$ cat src/design/tss_pkg.sv
`timescale 1ns / 1ps
// ----------------------------------------------------------------------------
// tss_pkg
// Shared types, codes and fixed-point helpers for the tridiagonal sweep solver.
// ----------------------------------------------------------------------------
package tss_pkg;

	localparam int FixW = 48;
	localparam int IdxW = 6;

	typedef logic signed [FixW-1:0] fix_t;
	typedef logic [IdxW-1:0]        idx_t;

	// configuration register indexes
	typedef enum logic [0:0] {
		REG_LEFT_BOUNDARY  = 1'b0,
		REG_RIGHT_BOUNDARY = 1'b1
	} cfg_reg_t;

	// one input transaction: one interior row
	typedef struct packed {
		fix_t coef_lower;
		fix_t coef_diag;
		fix_t coef_upper;
		fix_t rhs;
		logic row_last;
	} row_item_t;

	// one result transaction: one node value
	typedef struct packed {
		idx_t node_index;
		fix_t node_value;
		logic fault;
		logic result_last;
	} node_item_t;

	// classified row as queued between front and back
	typedef struct packed {
		row_item_t item;
		idx_t      idx;
		logic      last;
	} row_job_t;

	// front to back queue head
	typedef struct packed {
		logic     valid;
		row_job_t job;
	} row_link_t;

	typedef enum logic [3:0] {
		ST_IDLE,
		ST_READ,
		ST_MUL_A,
		ST_MUL_A_WAIT,
		ST_PIVOT,
		ST_MUL_B,
		ST_MUL_B_WAIT,
		ST_DIV,
		ST_DIV_WAIT,
		ST_ROW_END,
		ST_BACK_READ,
		ST_BACK_MUL,
		ST_BACK_WAIT,
		ST_EMIT_READ,
		ST_EMIT
	} sweep_state_t;

	localparam fix_t FixMax = {1'b0, {(FixW-1){1'b1}}};
	localparam fix_t FixMin = {1'b1, {(FixW-1){1'b0}}};

	// saturate a 49-bit sum to 48 bits
	function automatic fix_t sat49(input logic signed [FixW:0] v);
		fix_t r;
		if (v[FixW] != v[FixW-1]) begin
			r = v[FixW] ? FixMin : FixMax;
		end else begin
			r = v[FixW-1:0];
		end
		return r;
	endfunction

	function automatic logic ovf49(input logic signed [FixW:0] v);
		return v[FixW] != v[FixW-1];
	endfunction

	// unsigned magnitude; the most negative value maps to 2^47
	function automatic logic [FixW-1:0] mag48(input fix_t a);
		logic [FixW-1:0] u;
		u = a;
		return a[FixW-1] ? (~u + 48'd1) : u;
	endfunction

	// restore the sign of a magnitude with saturation
	function automatic fix_t apply_sign(input logic [63:0] mag, input logic neg);
		logic [63:0] nm;
		fix_t r;
		nm = ~mag + 64'd1;
		if (neg) begin
			r = (mag > 64'h0000_8000_0000_0000) ? FixMin : nm[FixW-1:0];
		end else begin
			r = (mag > 64'h0000_7FFF_FFFF_FFFF) ? FixMax : mag[FixW-1:0];
		end
		return r;
	endfunction

	function automatic logic apply_sign_ovf(input logic [63:0] mag, input logic neg);
		return neg ? (mag > 64'h0000_8000_0000_0000) : (mag > 64'h0000_7FFF_FFFF_FFFF);
	endfunction

endpackage

$ cat src/design/tss_front.sv
`timescale 1ns / 1ps
// ----------------------------------------------------------------------------
// tss_front
// Takes row transactions, tags each with its row index and effective last
// flag, and holds them in a two-entry queue for the back end.
// ----------------------------------------------------------------------------
module tss_front #(
	parameter int MAX_INTERVALS = 63
) (
	input  logic               clk,
	input  logic               arst_n,
	input  logic               push,
	output logic               full,
	input  tss_pkg::row_item_t row,
	output tss_pkg::row_link_t link,
	input  logic               link_pop
);
	import tss_pkg::*;

	localparam int Depth = 2;

	row_job_t   fifo_q [Depth];
	logic       wr_ptr_q;
	logic       rd_ptr_q;
	logic [1:0] count_q;
	idx_t       row_cnt_q;

	logic     accept;
	logic     take;
	logic     force_last;
	row_job_t job_in;

	// classify the incoming row
	always_comb begin
		accept     = push && !full;
		take       = link_pop && link.valid;
		force_last = (({1'b0, row_cnt_q} + 7'd1) >= 7'(MAX_INTERVALS - 1));
		job_in.item = row;
		job_in.idx  = row_cnt_q;
		job_in.last = row.row_last || force_last;
	end

	assign full       = (count_q == 2'd2);
	assign link.valid = (count_q != 2'd0);
	assign link.job   = fifo_q[rd_ptr_q];

	// queue storage
	always_ff @(posedge clk) begin
		if (accept) begin
			fifo_q[wr_ptr_q] <= job_in;
		end
	end

	// pointers, occupancy and row counter
	always_ff @(posedge clk or negedge arst_n) begin
		if (!arst_n) begin
			wr_ptr_q  <= 1'b0;
			rd_ptr_q  <= 1'b0;
			count_q   <= 2'd0;
			row_cnt_q <= '0;
		end else begin
			if (accept) begin
				wr_ptr_q  <= ~wr_ptr_q;
				row_cnt_q <= job_in.last ? '0 : row_cnt_q + 6'd1;
			end
			if (take) begin
				rd_ptr_q <= ~rd_ptr_q;
			end
			case ({accept, take})
				2'b10:   count_q <= count_q + 2'd1;
				2'b01:   count_q <= count_q - 2'd1;
				default: count_q <= count_q;
			endcase
		end
	end

endmodule

$ cat config.mk
export PLATFORM = sky130hd
export DESIGN_NAME = tss_front
export DESIGN_NICKNAME = d
export VERILOG_FILES = /design/src/design/tss_pkg.sv /design/src/design/tss_front.sv
export SDC_FILE = /design/constraint.sdc
export NUM_CORES = 1
export LEC_CHECK = 0
export BUFFER_PORTS_ARGS = -buffer_cell sky130_fd_sc_hd__buf_4
export CAP_MARGIN = 20
export CORE_AREA = 4 4 169 171
export DETAILED_ROUTE_END_ITERATION = 6
export DIE_AREA = 0 0 173 175
export GPL_TIMING_DRIVEN = 0
export PLACE_DENSITY = 0.83
export SYNTH_ARGS = -nofsm -noshare
export SYNTH_HDL_FRONTEND = slang
export SYNTH_SLANG_ARGS = --single-unit
$ cat constraint.sdc
create_clock -name clk -period 25 [get_ports clk]
set_clock_uncertainty 0.2 [all_clocks]
set_input_delay 1.25 -clock clk [delete_from_list [all_inputs] [get_ports clk]]
set_output_delay 1.25 -clock clk [all_outputs]
set_load 0.02 [all_outputs]
==> After elaboration in Yosys (flattened, before gate mapping) <==
Memories as Yosys holds them, arrays and structs flattened.
Cells that the tools add are included.
{ "op_classes": {"n_eq_ne": 3, "n_bitwise": 2, "reduce_logical": 6, "order_cmp": 1, "n_div": 0, "muxes": 4, "mul": 0, "addsub": 4, "n_shift": 0} }
{ "op_table": {"columns": ["op", "count"], "rows": [
  ["$add A6 B1 Y7 const B", 1],
  ["$ge A7 B6 Y1 const B", 1],
  ["$add A6 B1 Y6 const B", 1],
  ["$mux W6", 1],
  ["$eq A2 B2 Y1 const B", 2],
  ["$pmux W2 S2", 1],
  ["$reduce_bool A2 Y1", 2],
  ["$add A2 B1 Y2 const B", 1],
  ["$eq A2 B1 Y1 const B", 1],
  ["$logic_and A1 B1 Y1", 2],
  ["$mux W1", 2],
  ["$not A1 Y1", 2],
  ["$sub A2 B1 Y2 const B", 1],
  ["$logic_not A1 Y1", 1],
  ["$logic_or A1 B1 Y1", 1]
]} }
{ "word_totals": {"latch_bits": 0, "inputBits": 197, "ramBits": 400, "regBits": 10, "romBits": 0, "mem_count": 1} }
{ "mem_list": {"columns": ["memory", "depth", "word_bits", "rd", "rd_ports_with_merged_regs", "wr", "line_no", "text"], "rows": [
  ["fifo_q", 2, 200, 1, 0, 1, "tss_front.sv:22", "row_job_t fifo_q [Depth];"]
]} }

==> Depth between registers and ports, before layout <==
Gate-level depths: netlist of run 1.
{ "logic_depth": {"ltp_word": 5, "mapped_depth": 7} }

==> Worst setup path before layout of run 1 <==
No wires, ideal clock.
{ "synth_timing": {"kind": "input to register", "start": "in push", "end": "mem fifo_q[0][0] (netlist name), enable pin", "path_stages": 3, "arrival_ps": 9773, "required_time_ps": 24037, "slack_ps": 14264, "path_cell_list": "nand2b_4 buf_2 nor2_1"} }
{ "synth_via": {"elab_chain_len": 3} }
{ "synth_rtl": {"columns": ["element", "line_no", "text"], "rows": [
  ["start: declaration", "tss_front.sv:12", "input logic push,"],
  ["$logic_and A1 B1 Y1", "tss_front.sv:35", "accept = push && !full;"],
  ["$mux W1", "tss_front.sv:49", "if (accept) begin"],
  ["$mux W1 (implied by the code)", "tss_front.sv:50", "fifo_q[wr_ptr_q] <= job_in;"],
  ["end: declaration", "tss_front.sv:22", null]
]} }
No other way between the ends.

==> impl_metrics.py, run 1 <==
metrics = {
    "outcome": {
        "run_status": "finished clean",
    },
    "cts": {
        "ctsResizeCount": 0,
        "clkLatencyLatePin_ps": 510,
        "cts_buffers": 41,
        "clkSinkCount": 410,
        "htree_levels": 2,
        "path_clk_slew_ps": 60,
        "postCtsSetupRepairBufs": 0,
        "cts_root_buf": "clkbuf_16",
        "holdBufCountCts": 0,
        "max-clock-path-buffers": 3,
        "cts_tree": "built",
    },
    "yosys": {
        "synth.yosys.seq_area_share": 0.819,
        "yosys.area_share.adder": 0.00251,
        "yosys_warnings": 0,
        "synth-seq-cells": 410,
        "synth_edf_count": 400,
        "avgSynthCellArea_um2": 21.9,
        "synth_xor_area_frac": 0.00459,
        "synthCells": 683,
        "synth_ff_type": "edfxtp_1",
        "synth_compound_area_frac": 0.00451,
        "synth_top_family_by_area": "multiplexers",
        "synth.area.mux_share": 0.151,
        "netlist-cell-type-count": 31,
        "yosys.area_share.simple": 0.0106,
        "syn-cell-area_um2": 15000,
        "async_flop_share": 0.0244,
        "syn_nets": 883,
    },
    "floorplanning": {
        "initial_utilization": 0.557,
        "die_w_um": 173,
        "core-area_um2": 26900,
        "die_area_um2": 30300,
        "ios": 399,
        "die_height_um": 175,
        "rows": 60,
    },
    "min_path": {
        "min-delay-path-class": "reg -> reg",
    },
    "critical_path": {
        "worstSetupEndpointType": "primary output",
        "critical-path-slowest-cell": "clkbuf_1",
        "worst_ep_required_time_ps": 23550,
        "crit_path_end": "link[17]",
        "crit_buf_inv": 3,
        "path_max_fanout": 10,
        "worstPathCellList": "clkbuf_1 > buf_2 > mux2_2 > buf_4",
        "startpoint_type": "flip-flop",
        "path_class": "reg -> out",
        "r2r_setup_slack_ps": 22390,
        "crit_family": "buffers and inverters",
        "startpoint": "rd_ptr_q$_DFFE_PN0P_",
        "cp.arrival_ps": 2390,
        "r2r_end": "fifo_q[0][182]$_DFFE_PP_",
        "cp.depth": 4,
        "regToRegStartpoint": "count_q[1]$_DFFE_PN0P_",
        "reg2regPathDepth": 7,
        "slowest_delay_ps": 530,
    },
    "placement": {
        "portBuffers": 398,
        "dpl_cell_area_um2": 18700,
        "place_congestion": 0.760,
        "hpwl_um": 24200,
    },
    "global_routing": {
        "grt_pass1_wl_um": 50700,
        "grt_use_total": 0.218,
        "grt_pass1_vias": 8586,
        "antenna_found_initial": 0,
        "grt_max_degree": 34,
        "grt.overflow.total": 0,
    },
    "power_and_ir_drop": {
        "power_density_nw_per_um2": 123,
        "intPower_mw": 1.66,
        "ir_drop_v": 0.0000892,
        "p_leak_nw": 7.46,
        "power_frac_seq": 0.402,
        "p_sw_frac": 0.320,
        "pwr-share-comb": 0.376,
        "clockPowerShare": 0.223,
        "power_switching_mw": 0.783,
    },
    "layout": {
        "final_common_cell": "edfxtp_1",
        "drive_gt1_frac": 0.598,
        "final_area_um2": 19900,
        "layout_common_cells": "edfxtp_1 (400), buf_4 (398), mux2_2 (200)",
        "nets": 1338,
        "area_growth_syn_to_layout_pct": 32.6,
    },
    "routing": {
        "ant_nets": 0,
        "drcViolationCount": 0,
        "initialDrtViolationCount": 535,
        "dr.pass1.iters": 5,
        "finalWirelength_um": 33900,
        "vias_per_cell": 5.34,
        "wl_per_cell_um": 22.7,
        "vias": 7987,
    },
    "timing": {
        "tightest_slew_ps": 685,
        "finalSetupTns_ps": 0,
        "period_minus_slack_ps": 3840,
        "setup_viol": 0,
        "hold_viol_final": 0,
        "rsz0062_at_grt": "no",
        "drv_slew": 0,
        "max_freq_mhz": 261,
        "maxSlewHeadroom": 0.543,
        "fin_crit_sh": 0.153,
    },
    "flow_run": {
        "cap_violations": 0,
    },
}
logic make-up after synthesis:
| group | after synthesis |
|---|---|
| mux | 201 |
| compound gates | 9 |
| xor+xnor | 7 |
| fa+ha+maj | 3 |
| simple gates | 28 |
| flops | 410 |
| buf+inv | 25 |
cell usage after synthesis (all sizes together), types with 2 or more instances:
cell type / count / area, µm²
mux2: 200 / 2250
ha: 3 / 37.5
nor2: 4 / 15.0
xnor2: 3 / 26.3
nand2b: 3 / 26.3
and3: 2 / 12.5
buf: 22 / 110
nand3: 5 / 25.0
o21ai: 4 / 23.8
nand2: 6 / 22.5
inv: 2 / 7.51
dfrtp: 10 / 250
o31ai: 2 / 15.0
xor2: 4 / 42.6
edfxtp: 400 / 12000
or2: 2 / 12.5
power by group through the flow:
stage	logic (mW)	clock network (mW)	registers, mW
after floorplan	0.522	0	1.04
after global placement	0.870	0	1.08
after detailed placement	0.923	0	0.995
after CTS	0.930	0.556	0.982
after global routing	0.969	0.586	0.994
final	0.917	0.544	0.981
area by class of cell:
class	instances	area [µm²]
Sequential cell	410	12300
Inverter	2	7.51
Antenna cell	1	2.50
Tap cell	341	427
Timing Repair Buffer	412	3280
Fill cell	1578	7010
Buffer	23	114
Clock inverter	12	104
Clock buffer	48	1050
Multi-Input combinational cell	248	2610
how the worst min path moves through the flow:
stage	slack, ps	from	cells past startpoint	endpoint
final	280	count_q[1]$_DFFE_PN0P_	1	count_q[1]$_DFFE_PN0P_
after global routing	310	count_q[1]$_DFFE_PN0P_	1	count_q[1]$_DFFE_PN0P_
after CTS	280	count_q[1]$_DFFE_PN0P_	1	count_q[1]$_DFFE_PN0P_
after detailed placement	270	count_q[1]$_DFFE_PN0P_	1	count_q[1]$_DFFE_PN0P_
after global placement	270	count_q[1]$_DFFE_PN0P_	1	count_q[1]$_DFFE_PN0P_
after floorplan	250	count_q[1]$_DFFE_PN0P_	1	count_q[1]$_DFFE_PN0P_
flip-flops by register name, summed over array words and instances (netlist names):
| register | flops |
|---|---|
| fifo_q | 400 |
| rd_ptr_q | 1 |
| count_q | 2 |
| row_cnt_q | 6 |
| wr_ptr_q | 1 |
routing by layer:
| metal | up-vias | global-route usage | routed length (µm) |
|---|---|---|---|
| met5 | - | 0 | 0 |
| met4 | 0 | 0.0635 | 826 |
| met3 | 57 | 0.0870 | 3490 |
| met2 | 363 | 0.392 | 17900 |
| met1 | 3956 | 0.238 | 11700 |
| li1 | 3611 | - | - |
through the flow:
step	hold WS, ps	std cells	power (mW)	worst slack (ps)	util
floorplan	248	683	1.56	14260	-
global placement	274	1422	1.95	9590	0.684
detailed placement	271	1436	1.92	21610	0.696
CTS	285	1496	2.47	21050	0.739
global route	308	1496	2.55	21020	0.739
finish	282	1497	2.44	21160	0.739
(Power assumes the default switching activity.)
==> run 2, diff against run 1 <==
- ABC_AREA: unset -> 1
- CORE_AREA: 4 4 169 171 -> 4 4 175 177
- DIE_AREA: 0 0 173 175 -> 0 0 179 181
- PLACE_DENSITY: 0.83 -> 0.79
- clock period: 25 -> 3.7 ns (I/O delays scaled with it)
==> run 2 against run 1 <==
  * Sequential cell count did not move
  * Via count up 44%
  * Synthesized area is 1.4% higher
  * Wire length is 36% higher
  * First-iteration DRC count increased by 59%
  * Register-to-register slack got worse by 22000 ps
  * Power grew to 7.5 times the previous value
  * Global-route usage up 5.8 points
  * Design area grew 13%
  * Die area up 7.0%
==> impl_metrics.py, run 2 <==
metrics = {
    "yosys": {
        "synth_ff_type": "edfxtp_1",
        "synth_common_cells": "nand2_1 (623), edfxtp_1 (400), buf_2 (43)",
        "yosys_warnings": 0,
        "yosys.area_share.simple": 0.166,
        "syn_nets": 1337,
        "synth_edf_count": 400,
        "async_flop_share": 0.0244,
        "synth-seq-cells": 410,
        "avgSynthCellArea_um2": 13.4,
        "netlist-cell-type-count": 24,
        "synth.yosys.seq_area_share": 0.807,
        "synth_xor_area_frac": 0.00231,
        "synthTopCellsByArea": "edfxtp_1 (79%), nand2_1 (15%), dfrtp_1 (1.6%)",
        "synth.area.mux_share": 0,
        "syn-cell-area_um2": 15200,
        "synth.most_common_cell": "nand2_1",
        "synth_top_family_by_area": "simple AND/OR/NAND/NOR gates",
        "yosysTopAreaCellShare": 0.791,
        "synthCells": 1137,
        "synth_largest_area_cell": "edfxtp_1",
        "synth_compound_area_frac": 0.00288,
        "yosys.area_share.adder": 0.00247,
    },
    "critical_path": {
        "reg2regPathDepth": 8,
        "worstSetupEndpointType": "flip-flop",
        "slowest_delay_ps": 670,
        "regToRegStartpoint": "count_q[1]$_DFFE_PN0P_",
        "r2r_setup_slack_ps": 830,
        "worstPathCellList": "inv_2 > o21ai_4 > buf_6 > nor2_4 > buf_12 > buf_16 > buf_12 > buf_16",
        "cp.arrival_ps": 2900,
        "worst_ep_required_time_ps": 3720,
        "path_max_fanout": 32,
        "startpoint_type": "flip-flop",
        "path_class": "reg -> reg",
        "critical-path-slowest-cell": "nor2_4",
        "r2r_end": "fifo_q[0][114]$_DFFE_PP_",
    },
    "min_path": {
        "min-delay-path-class": "in -> reg",
        "hold_path_startpoint": "row[141]",
        "whs_path_depth": 2,
        "hold_end": "fifo_q[0][148]$_DFFE_PP_",
    },
    "layout": {
        "final-seq-area_um2": 12300,
        "multiInputGateArea_um2": 2650,
        "reg_top3": "fifo_q x400, row_cnt_q x6, count_q x2",
        "layout_common_cells": "nand2_1 (623), edfxtp_1 (400), buf_4 (398)",
        "final_area_um2": 22300,
        "area_growth_syn_to_layout_pct": 47.1,
        "drive_gt1_frac": 0.295,
        "regMostFlops": "fifo_q",
        "largest_reg_flops": 400,
        "fillers": 1524,
        "nets": 1989,
        "final_common_cell": "nand2_1",
    },
    "timing": {
        "rsz0062_at_grt": "no",
        "setup_ws_ps": 828,
        "drv_slew": 0,
        "maxSlewHeadroom": 0.412,
        "whs_ps": 192,
        "finalSetupTns_ps": 0,
        "tightest_slew_ps": 879,
        "setup_viol": 0,
        "fin_crit_sh": 0.776,
        "max_freq_mhz": 348,
        "hold_viol_final": 0,
        "period_minus_slack_ps": 2870,
    },
    "cts": {
        "clkLatencyLatePin_ps": 520,
        "max-clock-path-buffers": 3,
        "cts_buffers": 41,
        "path_clk_slew_ps": 70,
        "clkSinkCount": 410,
        "cts_root_buf": "clkbuf_16",
        "ctsResizeCount": 0,
        "cts_tree": "built",
        "postCtsSetupRepairBufs": 0,
        "htree_levels": 2,
        "holdBufCountCts": 197,
    },
    "floorplanning": {
        "die_area_um2": 32400,
        "core-area_um2": 29200,
        "rows": 63,
        "die_w_um": 179,
        "initial_utilization": 0.519,
        "die_height_um": 181,
        "ios": 399,
    },
    "routing": {
        "vias": 11515,
        "drcViolationCount": 0,
        "vias_per_cell": 5.21,
        "wl_per_cell_um": 20.8,
        "dr.pass1.iters": 5,
        "initialDrtViolationCount": 848,
        "ant_nets": 0,
        "finalWirelength_um": 46000,
    },
    "outcome": {
        "run_status": "finished clean",
    },
    "global_routing": {
        "grt_max_degree": 34,
        "grt_pass1_vias": 12228,
        "grt.overflow.total": 0,
        "grt_use_total": 0.276,
        "antenna_found_initial": 4,
        "grt_pass1_wl_um": 68100,
    },
    "placement": {
        "dpl_cell_area_um2": 19000,
        "dp_slack_ps": 821,
        "portBuffers": 398,
        "place_congestion": 0.804,
        "hpwl_um": 26900,
    },
    "power_and_ir_drop": {
        "power_density_nw_per_um2": 819,
        "ir_drop_v": 0.000628,
        "p_leak_nw": 9.58,
        "fin_total_pwr_mw": 18.3,
    },
    "flow_run": {
        "cap_violations": 0,
    },
}
## run 2: changes by cell type after synthesis, sizes merged, moves of 3 or more
cell    before  now
nor2         4   16
mux2       200    0
inv          2   13
nand2b       3    0
buf         22   45
nand2        6  629
## run 2: metal layers
metal  GRT usage  vias up  part of all wire
met5           0        -           0.00057
met4       0.108        4             0.041
met3      0.0875      142              0.11
met2       0.490      732              0.51
met1       0.306     5496              0.33
li1            -     5141                 -
## run 2: stage by stage
| step | cells | utilization |
|---|---|---|
| 6_report | 2212 | 0.764 |
| 5_1_grt | 2211 | 0.764 |
| 4_1_cts | 2209 | 0.764 |
| 3_5_place_dp | 1939 | 0.649 |
| 3_3_place_gp | 1925 | 0.639 |
| 2_1_floorplan | 1137 | - |
## run 2: cell type report
cell class,instances,area share
clock buffer,48,0.0490
clock inverter,25,0.0126
sequential,410,0.549
antenna,3,0.000336
tap,390,0.0218
buffer,46,0.0108
inverter,13,0.00218
multi-input combinational,668,0.119
timing repair buffer,609,0.236
## run 2: cells by family (layout without fill, tap and decap cells)
logic type / count (synthesis) / in the layout
buffers and inverters: 59 / 741
flip-flops: 410 / 410
AO/OA/AOI/OAI: 5 / 5
adder cells (fa/ha/maj): 3 / 3
XOR/XNOR: 4 / 4
AND/OR/NAND/NOR: 656 / 656
other: 0 / 3
## run 2: critical path: cells and delay by family (launching register included)
| kind | cells | cell delay [ps] |
|---|---|---|
| and+or+nand+nor | 1 | 670 |
| buffers and inverters | 6 | 1190 |
| AOI/OAI and AO/OA | 1 | 90 |
| DFF | 1 | 380 |
## run 2: report_power, final
| part | internal [mW] | total [mW] | switching, mW |
|---|---|---|---|
| combinational | 2.61 | 7.40 | 4.79 |
| clock | 2.54 | 4.27 | 1.73 |
| sequential | 6.32 | 6.64 | 0.319 |
## run 2: worst max path at each step
stage,end,slack [ps],startpoint,cells after the start
final,fifo_q[0][114]$_DFFE_PP_,830,count_q[1]$_DFFE_PN0P_,8
after global routing,fifo_q[0][112]$_DFFE_PP_,670,count_q[1]$_DFFE_PN0P_,8
after CTS,fifo_q[0][112]$_DFFE_PP_,820,count_q[1]$_DFFE_PN0P_,8
after detailed placement,fifo_q[0][101]$_DFFE_PP_,820,count_q[1]$_DFFE_PN0P_,8
after global placement,fifo_q[1][38]$_DFFE_PP_,-2140,count_q[1]$_DFFE_PN0P_,4
after floorplan,fifo_q[1][0]$_DFFE_PP_,-550,count_q[1]$_DFFE_PN0P_,4
==> run 3, diff against run 2 <==
- CORE_AREA: 4 4 175 177 -> 4 4 185 187
- DIE_AREA: 0 0 179 181 -> 0 0 189 191
- PLACE_DENSITY: 0.79 -> 0.75
- clock period: 3.7 -> 2.3 ns (I/O delays scaled with it)
==> run 3 against run 2 <==
  * Global-route usage fell by 3.9 points
  * Critical endpoint is now link[53]
  * Critical path depth decreased by 2
  * Highest routed layer unchanged
  * Wire length decreased by 3.7%
  * Register-to-register slack worse by 690 ps
  * Clock power up 55%
==> impl_metrics.py, run 3 (synthesis gave the netlist of run 2 again) <==
metrics = {
    "routing": {
        "initialDrtViolationCount": 659,
        "vias": 11238,
        "vias_per_cell": 4.94,
        "finalWirelength_um": 44300,
        "drcViolationCount": 0,
        "wl_per_cell_um": 19.5,
        "dr.pass1.iters": 5,
        "ant_nets": 0,
    },
    "critical_path": {
        "worst_ep_required_time_ps": 1990,
        "slowest_delay_ps": 400,
        "cp.depth": 6,
        "crit_path_end": "link[53]",
        "r2r_setup_slack_ps": 140,
        "startpoint_type": "flip-flop",
        "regToRegStartpoint": "count_q[1]$_DFFE_PN0P_",
        "critical-path-slowest-cell": "dfrtp_1",
        "path_max_fanout": 10,
        "reg2regPathDepth": 7,
        "startpoint": "rd_ptr_q$_DFFE_PN0P_",
        "crit_buf_inv": 4,
        "crit_family": "buffers and inverters",
        "worstSetupEndpointType": "primary output",
        "path_class": "reg -> out",
        "r2r_end": "fifo_q[0][38]$_DFFE_PP_",
        "cp.arrival_ps": 1900,
        "worstPathCellList": "inv_2 > clkbuf_4 > clkbuf_4 > nand2_1 > nand2_1 > buf_4",
    },
    "timing": {
        "tightest_slew_ps": 490,
        "setup_viol": 0,
        "drv_slew": 0,
        "finalSetupTns_ps": 0,
        "hold_viol_final": 0,
        "rsz0062_at_grt": "yes",
        "maxSlewHeadroom": 0.672,
        "period_minus_slack_ps": 2210,
        "fin_crit_sh": 0.963,
        "max_freq_mhz": 452,
    },
    "layout": {
        "area_growth_syn_to_layout_pct": 48.1,
        "nets": 1996,
        "layout_common_cells": "nand2_1 (623), buf_4 (406), edfxtp_1 (400)",
        "final_area_um2": 22500,
        "largest_reg_flops": 400,
        "drive_gt1_frac": 0.294,
        "regMostFlops": "fifo_q",
        "post-route-util": 0.693,
        "final_cells": 2276,
        "final_common_cell": "nand2_1",
        "reg_top3": "fifo_q x400, row_cnt_q x6, count_q x2",
        "fillers": 2010,
    },
    "global_routing": {
        "antenna_found_initial": 3,
        "global_route.usage.met2": 0.438,
        "use_met3": 0.0659,
        "grt.overflow.total": 0,
        "grtUsageMet1": 0.266,
        "grt_pass1_vias": 11682,
        "busiest_layer": "met2",
        "grt_max_degree": 33,
        "grt_use_total": 0.237,
        "grt_pass1_wl_um": 66100,
    },
    "cts": {
        "cts_buffers": 42,
        "htree_levels": 2,
        "clkSinkCount": 410,
        "path_clk_slew_ps": 60,
        "cts_tree": "built",
        "max-clock-path-buffers": 3,
        "cts_root_buf": "clkbuf_16",
        "clkLatencyLatePin_ps": 520,
    },
    "placement": {
        "portBuffers": 398,
        "place_congestion": 0.850,
        "hpwl_um": 27600,
        "place_inst": 1993,
        "dpl_cell_area_um2": 19100,
    },
    "power_and_ir_drop": {
        "power_density_nw_per_um2": 1300,
        "fin_total_pwr_mw": 29.3,
        "p_leak_nw": 9.61,
        "ir_drop_v": 0.00103,
    },
    "floorplanning": {
        "die_w_um": 189,
        "rows": 66,
        "die_area_um2": 36100,
        "initial_utilization": 0.468,
        "core-area_um2": 32500,
        "die_height_um": 191,
        "ios": 399,
    },
    "min_path": {
        "min-delay-path-class": "in -> reg",
    },
    "outcome": {
        "run_status": "finished clean",
    },
    "flow_run": {
        "cap_violations": 0,
    },
}
## run 3: cell count changes in the layout (fill, tap and decap cells not counted), sizes merged
cell      previous run  this run
bufinv               6         4
buf                457       450
clkinvlp             1         2
clkinv              16        17
diode                3         5
clkbuf              49        67
inv                 15        14
## run 3: timing repair
item	CTS	global route
buffers inserted	4	0
endpoints found under the hold margin	407	0
pin swaps	2	0
gates cloned	0	0
endpoints found under the setup margin	76	124
hold buffers	197	0
resized for setup	3	15
## run 3: area by class of cell
| class | instances | area (µm²) | share of cell area |
|---|---|---|---|
| clock inverter | 24 | 220 | 0.00979 |
| multi-input combinational | 668 | 2650 | 0.118 |
| sequential | 410 | 12300 | 0.545 |
| clock buffer | 53 | 1110 | 0.0495 |
| timing repair buffer | 615 | 5360 | 0.238 |
| inverter | 13 | 48.8 | 0.00217 |
| tap | 442 | 553 | 0.0246 |
| antenna | 5 | 12.5 | 0.000556 |
| buffer | 46 | 284 | 0.0126 |
## run 3: report_power, final
group	switching (mW)	internal, mW	leakage (nW)
clock network	2.73	3.88	0.646
logic	7.68	4.37	5.12
registers	0.480	10.2	3.84
total	10.9	18.4	9.61
## run 3: worst min-delay path by stage
stage	start	to	slack [ps]	depth (start not counted)
floorplan	arst_n	count_q[0]$_DFFE_PN0P_	-380	0
global placement	arst_n	count_q[1]$_DFFE_PN0P_	-250	1
detailed placement	arst_n	count_q[1]$_DFFE_PN0P_	-250	1
CTS	row[11]	fifo_q[0][18]$_DFFE_PP_	100	2
global route	row[90]	fifo_q[0][97]$_DFFE_PP_	100	2
finish	row[181]	fifo_q[1][188]$_DFFE_PP_	120	2
## run 3: through the flow
step | worst slack, ps | hold WS (ps)
after detailed placement | -72.3 | -247
after global placement | -3580 | -251
final | 85.2 | 117
after CTS | -42.2 | 96.3
after global routing | -3.27 | 102
after floorplan | -1950 | -381
## run 3: metal layers
layer  part of all wire  routed length, µm  vias up
li1                   -                  -     5151
met1               0.35              15600     5376
met2               0.52              23100      621
met3              0.097               4290       88
met4              0.030               1320        2
met5            0.00018                  8        -
